[src/sv/svmc_pkg.sv]
package svmc_pkg;

    localparam int SUM_W        = 48;
    localparam int ROOT_W       = SUM_W / 2;
    localparam int NORM_OUT_W   = 16;
    localparam int POS_W        = 4;
    localparam int POS_REGS     = 4;
    localparam int PADDR_W      = 5;
    localparam int PDATA_W      = 32;

    localparam logic [63:0] SUM_MAX = 64'((64'd1 << SUM_W) - 64'd1);
    localparam logic [NORM_OUT_W-1:0] NORM_OUT_MAX = '1;

    localparam logic [1:0] CMD_WRITE    = 2'd0;
    localparam logic [1:0] CMD_READ     = 2'd1;
    localparam logic [1:0] CMD_COLLAPSE = 2'd2;

    typedef enum logic [2:0] {
        CFG_NUM_TARGETS = 3'd0,
        CFG_OUTCOME     = 3'd1,
        CFG_POS_0       = 3'd2,
        CFG_POS_1       = 3'd3,
        CFG_POS_2       = 3'd4,
        CFG_POS_3       = 3'd5
    } cfg_index_t;

    typedef enum logic [3:0] {
        S_IDLE,
        S_RD_WAIT,
        S_P1_RD,
        S_P1_DATA,
        S_P1_IM,
        S_P1_ACC,
        S_SQRT,
        S_SQRT_WAIT,
        S_P2_RD,
        S_P2_DATA,
        S_P2_DIVRE,
        S_P2_DIVIM
    } state_t;

endpackage

[src/sv/svmc_div.sv]
module svmc_div #(
    parameter int DVD_W = 31
) (
    input  logic                         clk,
    input  logic                         rst_n,
    input  logic                         start,
    input  logic [DVD_W-1:0]             dividend,
    input  logic [svmc_pkg::ROOT_W-1:0]  divisor,
    output logic                         done,
    output logic [DVD_W-1:0]             quotient
);
    import svmc_pkg::*;

    localparam int CNT_W = $clog2(DVD_W + 1);

    logic [DVD_W-1:0]  dvd_reg, dvd_next;
    logic [ROOT_W-1:0] dsr_reg, dsr_next;
    logic [ROOT_W-1:0] rem_reg, rem_next;
    logic [DVD_W-1:0]  q_reg, q_next;
    logic [CNT_W-1:0]  cnt_reg, cnt_next;
    logic              done_reg, done_next;
    logic [ROOT_W:0]   trial;
    logic [ROOT_W:0]   diff;
    logic              ge;

    always_comb
    begin
        trial     = {rem_reg, dvd_reg[DVD_W-1]};
        diff      = trial - {1'b0, dsr_reg};
        ge        = (trial >= {1'b0, dsr_reg});
        dvd_next  = dvd_reg;
        dsr_next  = dsr_reg;
        rem_next  = rem_reg;
        q_next    = q_reg;
        cnt_next  = cnt_reg;
        done_next = 1'b0;
        if (start)
        begin
            dvd_next = dividend;
            dsr_next = divisor;
            rem_next = '0;
            q_next   = '0;
            cnt_next = CNT_W'(DVD_W);
        end
        else if (cnt_reg != '0)
        begin
            dvd_next  = dvd_reg << 1;
            rem_next  = ge ? diff[ROOT_W-1:0] : trial[ROOT_W-1:0];
            q_next    = {q_reg[DVD_W-2:0], ge};
            cnt_next  = cnt_reg - CNT_W'(1);
            done_next = (cnt_reg == CNT_W'(1));
        end
    end

    always_ff @(posedge clk or negedge rst_n)
    begin
        if (!rst_n)
        begin
            dvd_reg  <= '0;
            dsr_reg  <= '0;
            rem_reg  <= '0;
            q_reg    <= '0;
            cnt_reg  <= '0;
            done_reg <= 1'b0;
        end
        else
        begin
            dvd_reg  <= dvd_next;
            dsr_reg  <= dsr_next;
            rem_reg  <= rem_next;
            q_reg    <= q_next;
            cnt_reg  <= cnt_next;
            done_reg <= done_next;
        end
    end

    assign done     = done_reg;
    assign quotient = q_reg;

endmodule

[config.mk]
export PLATFORM = sky130hd
export DESIGN_NAME = svmc_div
export DESIGN_NICKNAME = d
export VERILOG_FILES = /design/src/sv/svmc_pkg.sv /design/src/sv/svmc_div.sv
export SDC_FILE = /design/constraint.sdc
export NUM_CORES = 1
export LEC_CHECK = 0
export BUFFER_PORTS_ARGS = -buffer_cell sky130_fd_sc_hd__buf_2
export CAP_MARGIN = 10
export CORE_MARGIN = 3
export CORE_UTILIZATION = 45
export DETAILED_ROUTE_END_ITERATION = 10
export GPL_TIMING_DRIVEN = 0
export PLACE_DENSITY = 0.68
export SLEW_MARGIN = 0
export SYNTH_ARGS = -nofsm -noshare
export SYNTH_HDL_FRONTEND = slang
export SYNTH_SLANG_ARGS = --single-unit
[constraint.sdc]
create_clock -name clk -period 6.7 [get_ports clk]
set_clock_uncertainty 0.15 [all_clocks]
set_input_delay 0.67 -clock clk [delete_from_list [all_inputs] [get_ports clk]]
set_output_delay 0.67 -clock clk [all_outputs]
set_load 0.03 [all_outputs]
Word level (Yosys, flattened, before mapping)
Cells that the tools add are included.

cells by class
  reduce and logical (&&, ||, !) cells = 2
  $add $sub $neg = 2
  $lt $le $gt $ge = 1
  equality and inequality tests = 1
  mux-type cells = 11

operators with widths
  operator                                                             number
  31-bit 2-to-1 mux                                                    4
  24-bit 2-to-1 mux                                                    3
  25-bit by 24-bit >= comparator with 1-bit output                     1
  24-bit subtractor                                                    1
  5-bit 2-to-1 mux                                                     2
  5-bit by 1-bit == test with 1-bit output (second input constant)     1
  5-bit nonzero test                                                   1
  5-bit by 1-bit subtractor with 5-bit output (second input constant)  1
  1-bit 2-to-1 mux                                                     2
  2-bit nonzero test                                                   1

storage, ports and cells
  bits in registers = 116
  output and inout bits = 32
  input bits = 58
  logic and storage cells = 23

Depth between registers and ports, before layout
  word-level depth = 4
  gate-level depth with buffers = 12
  depth with buffers taken out = 11

Least setup slack after synthesis
OpenSTA, ideal clock, no wires.

  kind = reg-to-reg
  start = reg rem_reg[9]
  end = reg rem_reg[0]
  setup slack = 3,940 ps
  required time = 6,456 ps
  period minus slack after synthesis = 2,760 ps
  arrival time = 2,516 ps
  path buffers = 0
  cell stages (with the launch flop) = 10
  setup time = 94 ps
  cells stage by stage = dfrtp_1 -> ha_1 -> a21oi_2 -> o21ai_2 -> or4_4 -> nor3_2 -> nor3_4 -> a21oi_4 -> mux2_2 -> a211oi_1

between the ends
  word-level cells in the longest chain between the ends = 4

RTL lines
  what                                              line            RTL
  start: declaration                                svmc_div.sv:18  logic [ROOT_W-1:0] rem_reg, rem_next;
  start signal: assignment                          svmc_div.sv:70  rem_reg <= rem_next;
  25-bit by 24-bit >= comparator with 1-bit output  svmc_div.sv:30  ge = (trial >= {1'b0, dsr_reg});
  24-bit 2-to-1 mux                                 svmc_div.sv:48  rem_next = ge ? diff[ROOT_W-1:0] : trial[ROOT_W-1:0];
  24-bit 2-to-1 mux                                 svmc_div.sv:45  else if (cnt_reg != '0)
  24-bit 2-to-1 mux                                 svmc_div.sv:37  if (start)

No other way between the ends. The select of a mux whose other input is x is not followed.
A chain may end at the register's enable or synchronous reset.

Worst setup path in the final report
  start = reg rem_reg[15]
  end = reg rem_reg[18]

between the ends
  word-level cells in the longest chain between the ends = 4
  elaborated cells on any way between the ends = 5
  classes of those cells = add/sub (1); order compare (1); mux (3)

RTL lines
  what                                                                                          line
  24-bit subtractor / 25-bit by 24-bit >= comparator with 1-bit output (equally long branches)  svmc_div.sv:29, svmc_div.sv:30
  24-bit 2-to-1 mux *                                                                           svmc_div.sv:48
  24-bit 2-to-1 mux *                                                                           svmc_div.sv:45
  24-bit 2-to-1 mux *                                                                           svmc_div.sv:37

Mark *: on every way between the ends. The rest lies on a longest branch, timed or not. The select of a mux whose other input is x is not followed.

==> flow_summary.json <==
{
  "cts.sinks": 116,
  "core_area_um2": 13510,
  "crit_chain": "ha_1 > a21oi_1 > o21ai_1 > or4_4 > nor3_2 > nor3_4 > a21oi_4 > buf_4 > a21oi_1 > a211oi_1",
  "ff2ff_setup_slack_ns": 3.61,
  "maxCapViolCount": 0,
  "syn_area_per_cell_um2": 8.908,
  "start_util_pct": 46.96,
  "place_congestion": 0.9066,
  "grt_overflow": 0,
  "synth_nets": 798,
  "mostFrequentLayoutCells": "nand2_1, dfrtp_1, buf_2, o21ai_0, a21oi_1",
  "ios": 90,
  "p_per_area_nw_per_um2": 319.9,
  "min_path_cells": 3,
  "period_needed_ns": 3.085,
  "critPathLaunchType": "flip-flop",
  "status": "finished, final reports clean",
  "fin_crit_sh_pct": 46.05,
  "arrival_ns": 3.26,
  "routed_via_density": 5.430,
  "drive_above_1_share_pct": 16.55,
  "place_inst": 977,
  "vias": 5484,
  "critPathCaptureType": "flip-flop",
  "synth_edf_count": 0,
  "hold_path.class": "in2reg",
  "wirelength_um": 15890,
  "hp-start": "divisor[7]",
  "tightest_slew_ns": 0.7675,
  "crit_path_top_delay_cell": "or4_4",
  "fmax_mhz": 324.1,
  "dpl_worst_slack_ns": 3.657,
  "crit_required_ns": 6.87,
  "critical_path_class": "reg2reg",
  "worstSkewPairLatency_ns": 0.42,
  "track_usage_pct": 21.17,
  "fin_cells": 1010,
  "grt_max_degree": 81,
  "area_delta_synth_final_pct": 20.28,
  "cts_tree": "yes",
  "yosys_warnings": 0,
  "h-tree-depth": 4,
  "cts_inserted_buffers": 17,
  "routedWlPerCell_um": 15.73,
  "slew_headroom_pct": 48.84,
  "cp_num_buf_inv": 1,
  "hold_viol_final": 0,
  "setup_viol": 0,
  "remaining_drc_errors": 0,
  "antenna_found_initial": 0,
  "ys_seq_area_share_pct": 45.77,
  "synth.area.top_cells": "dfrtp_1, nand2_1, ha_1",
  "reg2reg_from": "rem_reg[15]",
  "cts-root-buf": "clkbuf_16",
  "crit_top_cell": "a21oi_1",
  "synth_area_um2": 6342,
  "final_antenna_net_count": 0,
  "die_h_um": 124.7,
  "synthCells": 712,
  "dieWidth_um": 124.7,
  "dieArea_um2": 15560,
  "fin_util_pct": 56.49,
  "antenna_cells": 0,
  "crit_fanout": 10,
  "hpwl_um": 11510,
  "drtIter0Drc": 324,
  "ys_seq_elements": 116,
  "rr_endpoint": "rem_reg[18]",
  "layout_commonest_cell": "nand2_1",
  "yosysTopAreaCellShare_pct": 45.77,
  "std_cell_rows": 42,
  "post_cts_buffers": 0,
  "synth_cell_type_count": 60,
  "async_reset_ff_share_pct": 100.0,
  "grt_pass1_wl_um": 27080,
  "grt_pass1_vias": 5623,
  "slew_viol_final": 0,
  "portBuffers": 88,
  "critPathMaxStageDelay_ns": 0.50,
  "vdd_drop_max_uv": 224.7,
  "cp-startpoint": "rem_reg[15]",
  "cts.reportedPaths.clkPinSlew_ns": 0.06,
  "setup_tns_ns": 0,
  "clock_path_buffers": 2,
  "worst_r2r_path_depth": 10,
  "synth_largest_area_cell": "dfrtp_1",
  "fill_cells": 1223,
  "grt_setup_unrepaired": "false",
  "holdPathEnd": "dsr_reg[7]",
  "fin_nets": 907,
  "p_leak_uw": 0.003589,
  "first_pass_iters": 6,
  "ys_dominant_reg_cell": "dfrtp_1",
  "final.setup.worst_slack_ns": 3.615,
  "crit_family": "compound AO/OA/AOI/OAI gates"
}
cell families (layout without fill, tap and decap cells):
family / count (synthesis) / count (layout) / share of synthesized area [%]
xor+xnor: 18 / 18 / 2.486
compound gates: 194 / 194 / 19.14
simple gates: 245 / 245 / 16.63
flops: 116 / 116 / 45.77
fa+ha+maj: 28 / 28 / 5.642
mux: 34 / 34 / 5.504
buf+inv: 77 / 199 / 4.833
stage by stage:
stage               power [uW]  hold slack (ns)  area [um^2]
finish                    2440           0.2992         7629
global route              2579           0.3028         7629
floorplan                 1367           0.2244         6342
detailed placement        1552           0.3491         7037
global placement          1537           0.3422         7003
CTS                       2453           0.2883         7629
synthesized netlist by cell type, types with 12 or more instances:
library cell and count:
a21o_1 12, ha_1 27, o21ai_0 62, xnor2_1 13, clkbuf_1 37, dfrtp_1 116
a211oi_1 12, nand2_1 161, mux2i_1 30, a311oi_1 15, nor2_1 39, a21oi_1 54
inv_1 35
worst max path at each step:
stage                   end  slack, ns  cells after the start
6_report        rem_reg[18]       3.61                     10
5_1_grt          rem_reg[8]       3.38                     10
4_1_cts         rem_reg[18]       3.63                     10
3_5_place_dp    rem_reg[16]       3.66                     10
3_3_place_gp   quotient[14]       3.40                      1
2_1_floorplan    rem_reg[0]       3.94                      9
repair_timing:
action,CTS,global route
gates resized for setup,0,0
endpoints found under the hold margin,8,0
hold buffers,1,0
tightest hold or removal path, delay by kind of cell:
| kind | cells | cell delay [ns] |
|---|---|---|
| buffers and inverters | 1 | 0.08 |
| AO/OA/AOI/OAI | 1 | 0.05 |
| AND/OR/NAND/NOR | 1 | 0.04 |
per-layer routing:
| layer | part of all wire [%] | global-route usage (%) | vias to the layer above |
|---|---|---|---|
| met3 | 4.9 | 5.274 | 14 |
| met5 | 0 | 0 | - |
| met1 | 45 | 27.72 | 2663 |
| li1 | - | - | 2688 |
| met2 | 48 | 34.45 | 119 |
| met4 | 1.6 | 7.028 | 0 |
report_power, final:
part / internal [uW] / switching, uW / leakage, uW
clock network: 550 / 339 / 0.000274
logic: 305 / 428 / 0.00183
registers: 772 / 46.7 / 0.00149
final cells by class:
cell class | instances | area (um^2) | area share (%)
Clock inverter | 14 | 152.6 | 2.001
Sequential cell | 116 | 2903 | 38.05
Timing Repair Buffer | 90 | 484.2 | 6.347
Buffer | 42 | 175.2 | 2.296
Clock buffer | 18 | 429.2 | 5.626
Multi-Input combinational cell | 519 | 3133 | 41.07
Inverter | 35 | 131.4 | 1.722
Tap cell | 176 | 220.2 | 2.887
Power figures use the tool's default switching activity.
