$ cat src/sv/svmc_pkg.sv
package svmc_pkg;

    localparam int SUM_W        = 48;
    localparam int ROOT_W       = SUM_W / 2;
    localparam int NORM_OUT_W   = 16;
    localparam int POS_W        = 4;
    localparam int POS_REGS     = 4;
    localparam int PADDR_W      = 5;
    localparam int PDATA_W      = 32;

    localparam logic [63:0] SUM_MAX = 64'((64'd1 << SUM_W) - 64'd1);
    localparam logic [NORM_OUT_W-1:0] NORM_OUT_MAX = '1;

    localparam logic [1:0] CMD_WRITE    = 2'd0;
    localparam logic [1:0] CMD_READ     = 2'd1;
    localparam logic [1:0] CMD_COLLAPSE = 2'd2;

    typedef enum logic [2:0] {
        CFG_NUM_TARGETS = 3'd0,
        CFG_OUTCOME     = 3'd1,
        CFG_POS_0       = 3'd2,
        CFG_POS_1       = 3'd3,
        CFG_POS_2       = 3'd4,
        CFG_POS_3       = 3'd5
    } cfg_index_t;

    typedef enum logic [3:0] {
        S_IDLE,
        S_RD_WAIT,
        S_P1_RD,
        S_P1_DATA,
        S_P1_IM,
        S_P1_ACC,
        S_SQRT,
        S_SQRT_WAIT,
        S_P2_RD,
        S_P2_DATA,
        S_P2_DIVRE,
        S_P2_DIVIM
    } state_t;

endpackage

$ cat src/sv/svmc_sqrt.sv
module svmc_sqrt (
    input  logic                         clk,
    input  logic                         rst_n,
    input  logic                         start,
    input  logic [svmc_pkg::SUM_W-1:0]   radicand,
    output logic                         busy,
    output logic                         done,
    output logic [svmc_pkg::ROOT_W-1:0]  root
);
    import svmc_pkg::*;

    localparam int CNT_W = $clog2(ROOT_W + 1);

    logic [SUM_W-1:0] x_reg, x_next;
    logic [SUM_W-1:0] r_reg, r_next;
    logic [SUM_W-1:0] b_reg, b_next;
    logic [CNT_W-1:0] cnt_reg, cnt_next;
    logic             done_reg, done_next;
    logic [SUM_W-1:0] trial;

    always_comb
    begin
        trial     = r_reg + b_reg;
        x_next    = x_reg;
        r_next    = r_reg;
        b_next    = b_reg;
        cnt_next  = cnt_reg;
        done_next = 1'b0;
        if (start)
        begin
            x_next   = radicand;
            r_next   = '0;
            b_next   = SUM_W'(64'd1 << (SUM_W - 2));
            cnt_next = CNT_W'(ROOT_W);
        end
        else if (cnt_reg != '0)
        begin
            if (x_reg >= trial)
            begin
                x_next = x_reg - trial;
                r_next = (r_reg >> 1) + b_reg;
            end
            else
            begin
                r_next = r_reg >> 1;
            end
            b_next    = b_reg >> 2;
            cnt_next  = cnt_reg - CNT_W'(1);
            done_next = (cnt_reg == CNT_W'(1));
        end
    end

    always_ff @(posedge clk or negedge rst_n)
    begin
        if (!rst_n)
        begin
            x_reg    <= '0;
            r_reg    <= '0;
            b_reg    <= '0;
            cnt_reg  <= '0;
            done_reg <= 1'b0;
        end
        else
        begin
            x_reg    <= x_next;
            r_reg    <= r_next;
            b_reg    <= b_next;
            cnt_reg  <= cnt_next;
            done_reg <= done_next;
        end
    end

    assign busy = (cnt_reg != '0);
    assign done = done_reg;
    assign root = r_reg[ROOT_W-1:0];

endmodule

$ cat config.mk
export PLATFORM = sky130hd
export DESIGN_NAME = svmc_sqrt
export DESIGN_NICKNAME = d
export VERILOG_FILES = /design/src/sv/svmc_pkg.sv /design/src/sv/svmc_sqrt.sv
export SDC_FILE = /design/constraint.sdc
export NUM_CORES = 1
export LEC_CHECK = 0
export ABC_AREA = 1
export BUFFER_PORTS_ARGS = -buffer_cell sky130_fd_sc_hd__buf_2
export CAP_MARGIN = 5
export CORE_MARGIN = 2
export CORE_UTILIZATION = 45
export CTS_BUF_LIST = sky130_fd_sc_hd__clkbuf_16
export CTS_CLUSTER_SIZE = 16
export DETAILED_ROUTE_END_ITERATION = 10
export PLACE_DENSITY_LB_ADDON = 0.25
export SLEW_MARGIN = 30
export SYNTH_ARGS = -nofsm -noshare
export SYNTH_HDL_FRONTEND = slang
export SYNTH_SLANG_ARGS = --single-unit
$ cat constraint.sdc
create_clock -name clk -period 4.43 [get_ports clk]
set_input_delay 0 -clock clk [delete_from_list [all_inputs] [get_ports clk]]
set_output_delay 0 -clock clk [all_outputs]
set_load 0.01 [all_outputs]
# After elaboration in Yosys (flattened, before gate mapping)

Index checks and enable logic that the tools add are counted.

$add $sub $neg: 4
$lt $le $gt $ge: 1
Equality and inequality tests: 1
Muxes and demuxes: 12
Reductions and logical operators: 4

Operator list:

| cell                | count |
|---|---|
| $mux 48             | 8 |
| $add 47x48->48      | 1 |
| $add 48x48->48      | 1 |
| $ge 48x48->1        | 1 |
| $sub 48x48->48      | 1 |
| $mux 5              | 2 |
| $eq 5x1->1 const B  | 1 |
| $reduce_bool 5->1   | 1 |
| $sub 5x1->5 const B | 1 |
| $reduce_bool 2->1   | 2 |
| $mux 1              | 2 |
| $reduce_and 2->1    | 1 |

Register bits: 150
Input port bits: 51

# Depth between registers and ports, before layout

Gate-level depths: netlist of the first run.

Word-level depth: 5
Depth in mapped cells: 29
Mapped depth without buffers: 28

# Worst setup path after synthesis of the first run

OpenSTA, ideal clock, no wires.

Path type: reg2reg
Start point: reg r_reg[8]
End point: reg x_reg[30]
Library setup time: 125 ps
Data arrival time: 3,442 ps
Data required time: 4,305 ps
Setup slack: 863 ps
Cell stages (with the launch flop): 22
Path buffers: 2
Path through: dfrtp_1 -> ha_1 -> nand2_1 -> nor2_1 -> nand2_1 -> o21ai_0 -> a21oi_1 -> o21ai_1 -> xor2_1 -> ha_1 -> a21oi_1 -> nor2_1 -> nor2_1 -> nand2_1 -> a21oi_2 -> nand3_4 -> nand2_2 -> buf_6 -> clkinv_4 -> buf_8 -> nand2_1 -> nand3_1

Longest elaborated chain between the ends: 5

RTL lines:

| element                  | line            | text |
|---|---|---|
| start: declaration       | svmc_sqrt.sv:15 | `logic [SUM_W-1:0] r_reg, r_next;` |
| start signal: assignment | svmc_sqrt.sv:66 | `r_reg <= r_next;` |
| $add 48x48->48 *         | svmc_sqrt.sv:23 | `trial = r_reg + b_reg;` |
| $sub 48x48->48           | svmc_sqrt.sv:40 | `x_next = x_reg - trial;` |
| $mux 48                  | svmc_sqrt.sv:38 | `if (x_reg >= trial)` |
| $mux 48                  | svmc_sqrt.sv:36 | `else if (cnt_reg != '0)` |
| $mux 48                  | svmc_sqrt.sv:29 | `if (start)` |
| end signal: assignment   | svmc_sqrt.sv:65 | `x_reg <= x_next;` |
| end: declaration         | svmc_sqrt.sv:14 | `logic [SUM_W-1:0] x_reg, x_next;` |

Every way passes the cells marked *; elsewhere a longest branch is shown, timed or not. The select of a mux whose other input is x is not followed.
A chain may end at the register's enable or synchronous reset.

# Worst setup path in the final report of the first run

Start point: reg b_reg[10]
End point: reg r_reg[16]

Longest elaborated chain between the ends: 5

RTL lines:

| element                  | line            | text |
|---|---|---|
| start: declaration       | svmc_sqrt.sv:16 | `logic [SUM_W-1:0] b_reg, b_next;` |
| start signal: assignment | svmc_sqrt.sv:67 | `b_reg <= b_next;` |
| $add 48x48->48           | svmc_sqrt.sv:23 |  |
| $ge 48x48->1             | svmc_sqrt.sv:38 |  |
| $mux 48 *                | svmc_sqrt.sv:38 |  |
| $mux 48 *                | svmc_sqrt.sv:36 |  |
| $mux 48 *                | svmc_sqrt.sv:29 |  |

Marks and branches as above.

==> out/results.tsv, run 1 <==
metric	value	unit
yosys.area_share.simple	43.01	%
synth_cell_types	45	
comb_power_share	70.2	%
synth-xor-area-share	4.118	%
reg2reg_depth	23	
tightest_slew	0.9064	ns
end_kind	register	
nets	2986	
async_flop_share	100.0	%
setup_viol_count_final	0	
clkPwrFrac	13.5	%
rows	67	
final_util	53.03	%
h-tree-depth	4	
total_power	0.01103	W
switching_power	0.005937	W
die_w	188.5	um
dp_hpwl	48990	um
syn_inst	2678	
wl_per_cell	18.31	um
syn_avg_cell_area	5.719	um^2
holdWs	0.06787	ns
area_growth_syn_to_layout	16.12	%
synth_compound_area_share	10.34	%
grt_max_degree	91	
cp_max_fo	27	
p_leak	9.085	nW
fp.coreArea	33530	um^2
ant_nets	0	
antenna_found_initial	0	
wl	60300	um
ios	77	
grt_use_total	34.09	%
peakVddDrop	322.3	uV
synth-seq-cells	126	
cts_tree	built	
grt_pass1_wl	93060	um
hold_class	in2reg	
clock_sinks	126	
first_pass_iters	7	
maxSlewHeadroom	39.11	%
max_cap_violations	0	
drv_slew	0	
final_common_cell	nand2_1	
synthFlopType	dfrtp_1	
criticalPathCategory	reg2reg	
drc	0	
syn-num-nets	2831	
ys_seq_area_share	20.59	%
switching_share	53.84	%
synth-edff-count	0	
viasPerCell	5.340	
vias	17580	
cts_buffer_depth	2	
internal_power	0.005090	W
synth_area	15310	um^2
post-route-cell-area	17780	um^2
synth_top_area_share	24.14	%
fmax	0.2363	GHz
grt-ovfl-total	0	
cts_buffers	17	
synth_top_area_cell	nand2_1	
die_h	188.5	um
synthMuxAreaShare	0	%
antenna_cells	0	
initial_core_util	45.67	%
portBuffers	76	
outcome	complete, no violations	
pwr-share-seq	16.3	%
die_area	35520	um^2
min_period	4.231	ns
dpl_cell_area	16510	um^2
grt_pass1_vias	17430	
fin_crit_sh	95.51	%
routabilityCongestion	0.9735	
cts.clk_slew.worst_paths	0.07	ns
crit_required	4.78	ns
crit_arrival	4.58	ns
hold_depth	3	
yosys_warnings	0	
drt_iter0_drc	1501	
hold_viol_final	0	
clock_latency	0.47	ns
skew	0.01314	ns
yosys.area_share.adder	8.382	%
setup_ws	0.1988	ns
power_density	620.1	nW/um^2
place_ws	-0.03532	ns
synth_top_family_by_area	simple AND/OR/NAND/NOR gates	
final_cell_mix	nand2_1, inv_1, nand3_1, nor2_1, dfrtp_1	
drive_above_1_share	9.350	%
root_buffer	clkbuf_16	
start_kind	register	
synth_area_leaders	nand2_1, dfrtp_1, inv_1, ha_1, nand3_1	
-- cells in the mapped netlist (20+ instances only) --
library cell / instances
nand2_1: 985
inv_1: 422
nand3_1: 238
nor2_1: 237
dfrtp_1: 126
o21ai_0: 110
ha_1: 101
a21oi_1: 97
xnor2_1: 45
nand4_1: 27
o22ai_1: 27
xor2_1: 27
buf_4: 26
clkbuf_1: 25
nand3b_1: 21
nor3_1: 20
-- per-layer routing --
metal | global-route usage (%) | up-vias | part of all wire (%)
met2 | 57.51 | 619 | 47
met5 | 0 | - | 0
met4 | 19.44 | 0 | 6.0
met3 | 4.563 | 163 | 5.5
met1 | 41.80 | 8076 | 42
li1 | - | 8725 | -
-- power groups by stage --
stage	clock, W	sequential [W]	combinational (W)
2_1_floorplan	0	0.00173	0.00516
3_3_place_gp	0	0.00180	0.00725
3_5_place_dp	0	0.00180	0.00735
4_1_cts	0.00150	0.00179	0.00741
5_1_grt	0.00155	0.00183	0.00861
6_report	0.00149	0.00180	0.00774
-- cells by family after synthesis --
group / Yosys count
AO/OA/AOI/OAI: 289
buffers and inverters: 508
adder cells (fa/ha/maj): 102
XOR/XNOR: 72
AND/OR/NAND/NOR: 1581
flip-flops: 126
-- critical path, stage by stage, from the launching register on --
cell and delay (ns):
dfrtp_1 0.40, ha_1 0.33, nand2_1 0.10, buf_4 0.16
o21ai_0 0.10, buf_4 0.16, a21oi_1 0.17, o21bai_1 0.12
buf_4 0.17, a21oi_1 0.15, xor2_1 0.28, ha_1 0.36
nand2_1 0.15, inv_1 0.05, nand2_1 0.06, nand2_1 0.06
a21oi_1 0.18, nand2_1 0.10, nand2_1 0.13, nand3_4 0.19
buf_12 0.19, clkbuf_16 0.19, o211ai_1 0.23, nand2_1 0.07
-- layout make-up --
cell class	instances	area, um^2
Timing Repair Buffer	217	1649
Clock buffer	17	425.4
Clock inverter	14	168.9
Sequential cell	126	3153
Multi-Input combinational cell	2044	10220
Inverter	427	1610
Tap cell	448	560.5
Fill cell	3602	15750
-- metrics by stage --
stage,setup TNS (ns),cells
after global routing,-0.01262,3293
final,0,3293
after detailed placement,-0.3357,3210
after floorplan,0,2678
after CTS,0,3290
after global placement,-0.008888,3210
-- final timing paths --
check	start	endpoint	slack, ns
min	start	x_reg[30]	0.07
max	b_reg[10]	r_reg[16]	0.20
min in group asynchronous	rst_n	x_reg[13]	0.18
max in group asynchronous	rst_n	b_reg[20]	3.15
max reg2reg	b_reg[10]	r_reg[16]	0.20
min reg2reg	x_reg[15]	x_reg[15]	0.48
-- what timing repair did --
| action | 4_1_cts | 5_1_grt |
|---|---|---|
| pin swaps | 0 | 1 |
| buffers inserted | 0 | 2 |
| hold buffers | 49 | 0 |
| gates resized for setup | 1 | 36 |
| gates cloned | 0 | 1 |
| setup endpoints to repair | 20 | 96 |
| endpoints found under the hold margin | 137 | 0 |
(Power assumes the default switching activity.)
==> run 2, diff against run 1 <==
--- a/config.mk
+++ b/config.mk
@@ -14,6 +14,7 @@
 export CTS_CLUSTER_SIZE = 16
 export DETAILED_ROUTE_END_ITERATION = 10
 export PLACE_DENSITY_LB_ADDON = 0.25
+export SETUP_SLACK_MARGIN = 0.5
 export SLEW_MARGIN = 30
 export SYNTH_ARGS = -nofsm -noshare
 export SYNTH_HDL_FRONTEND = slang
==> run 2 against run 1 <==
  * Utilization is 6.4 points higher
  * Count of clock-buffer cells in the layout stayed put
  * First-iteration DRC count fell by 4.7%
  * Non-clock buffer count is 85 higher
  * Largest cell class unchanged
  * Flip-flop and latch count unchanged
  * Die area stayed put
  * Global-route usage grew 0.70 points
  * Fmax increased by 6.9%
==> out/results.tsv, run 2 (synthesis gave the netlist of run 1 again) <==
metric	value	unit
n_fill_cell	3342	
slowest_delay	0.42	ns
setup_viol_count_final	0	
criticalPathCategory	reg2reg	
cp_slowest_cell	dfrtp_1	
ant_nets	0	
drt_iter0_drc	1430	
crit_path_cell_trace	ha_4, nand2_4, nor2_4, inv_2, nor2_4, inv_2, nor4_4, nand3_1, nand3_2, xnor2_2, ha_1, nand2_4, nor2_4, nor2_4, nand2_2, a21oi_4, nand3_4, buf_12, clkbuf_16, o211ai_1, nand2_1	
die_area	35520	um^2
cts_buffers	17	
hold_start	start	
drc	0	
cts.clk_slew.worst_paths	0.07	ns
fmax	0.2527	GHz
peakVddDrop	323.4	uV
r2r-start	r_reg[14]	
h-tree-depth	4	
initial_core_util	45.67	%
cts_tree	built	
skew	0.01381	ns
hold_viol_final	0	
crit_top_cell	nor2_4	
root_buffer	clkbuf_16	
dp_hpwl	48990	um
multi_input_area	11610	um^2
area_growth_syn_to_layout	30.10	%
totalNegativeSetupSlack	0	ns
p_leak	9.818	nW
clock_latency	0.47	ns
crit_required	4.78	ns
cts_buffer_depth	2	
grt-ovfl-total	0	
critPathLaunch	r_reg[14]	
nets	3071	
viasPerCell	5.382	
final_common_cell	nand2_1	
clock_sinks	126	
setup_ws	0.4731	ns
rows	67	
reg2reg_depth	21	
place_ws	-0.03532	ns
portBuffers	76	
fp.coreArea	33530	um^2
first_pass_iters	5	
ios	77	
grt_use_total	34.80	%
grt_pass1_vias	17680	
final_cell_mix	nand2_1, inv_1, nand3_1, nor2_1, buf_4	
crit_arrival	4.31	ns
hold_class	in2reg	
min_period	3.957	ns
cp_max_fo	7	
max_cap_violations	0	
antenna_found_initial	0	
power_density	616.5	nW/um^2
drive_above_1_share	20.27	%
register_area	3161	um^2
final_util	59.42	%
timing.critical_path.buf_inv	4	
routabilityCongestion	0.9735	
final-instance-count-excl-fill	3378	
antenna_cells	0	
tightest_slew	0.8930	ns
hold_depth	3	
place_inst	3210	
fin_crit_sh	89.32	%
grt_pass1_wl	94980	um
grt_max_degree	91	
die_h	188.5	um
crit_cells	21	
start_kind	register	
drv_slew	0	
die_w	188.5	um
maxSlewHeadroom	40.01	%
crit_family	simple AND/OR/NAND/NOR gates	
wl	63700	um
holdWs	0.06879	ns
vias	18180	
wl_per_cell	18.86	um
end_kind	register	
outcome	complete, no violations	
rsz0062_at_grt	true	
-- run 2: cell types whose count changed in the layout (fill, tap and decap cells not counted), sizes merged --
cell and change:
buf +84, clkbuf +1, clkinv +1, inv -1
-- run 2: power by group --
part	internal (W)	total, W	switching [W]
logic	0.00342	0.00893	0.00550
clock network	0.000880	0.00150	0.000616
registers	0.00150	0.00186	0.000361
total	0.00580	0.0123	0.00648
-- run 2: final cells by class --
type                    instances  area share, %
multi-input cells            2044          58.27
flip-flops and latches        126          15.86
repair buffers                302          11.95
inverters                     427          8.120
well taps                     448          2.813
clock buffers                  17          2.135
clock inverters                14         0.8478
-- run 2: metrics by stage --
stage | area (um^2) | power, W
after detailed placement | 16510 | 0.009145
after floorplan | 15310 | 0.006895
after global routing | 19920 | 0.01324
final | 19920 | 0.01228
after global placement | 16510 | 0.009053
after CTS | 18340 | 0.01117
-- run 2: repair_timing --
action | CTS | global route
pin swaps | 32 | 117
setup endpoints to repair | 96 | 96
gates cloned | 1 | 3
hold buffers | 49 | 0
setup buffers | 22 | 62
gates resized for setup | 109 | 265
hold endpoints to repair | 137 | 0
-- run 2: worst paths after layout --
check	to	slack (ns)
min reg2reg	x_reg[15]	0.48
max reg2reg	r_reg[16]	0.47
max in group asynchronous	b_reg[20]	3.15
min	x_reg[46]	0.07
max	r_reg[16]	0.47
min in group asynchronous	x_reg[14]	0.18
-- run 2: tightest hold or removal path: stages --
cell,delay [ns]
buf_2,0.29
nand2_1,0.12
nand3_1,0.07
-- run 2: metal layers --
| layer | track usage (%) | vias up | wire (um) |
|---|---|---|---|
| li1 | - | 8881 | - |
| met2 | 58.63 | 693 | 30230 |
| met3 | 4.712 | 201 | 3858 |
| met4 | 20.16 | 0 | 4028 |
| met5 | 0 | - | 0 |
| met1 | 42.57 | 8406 | 25580 |
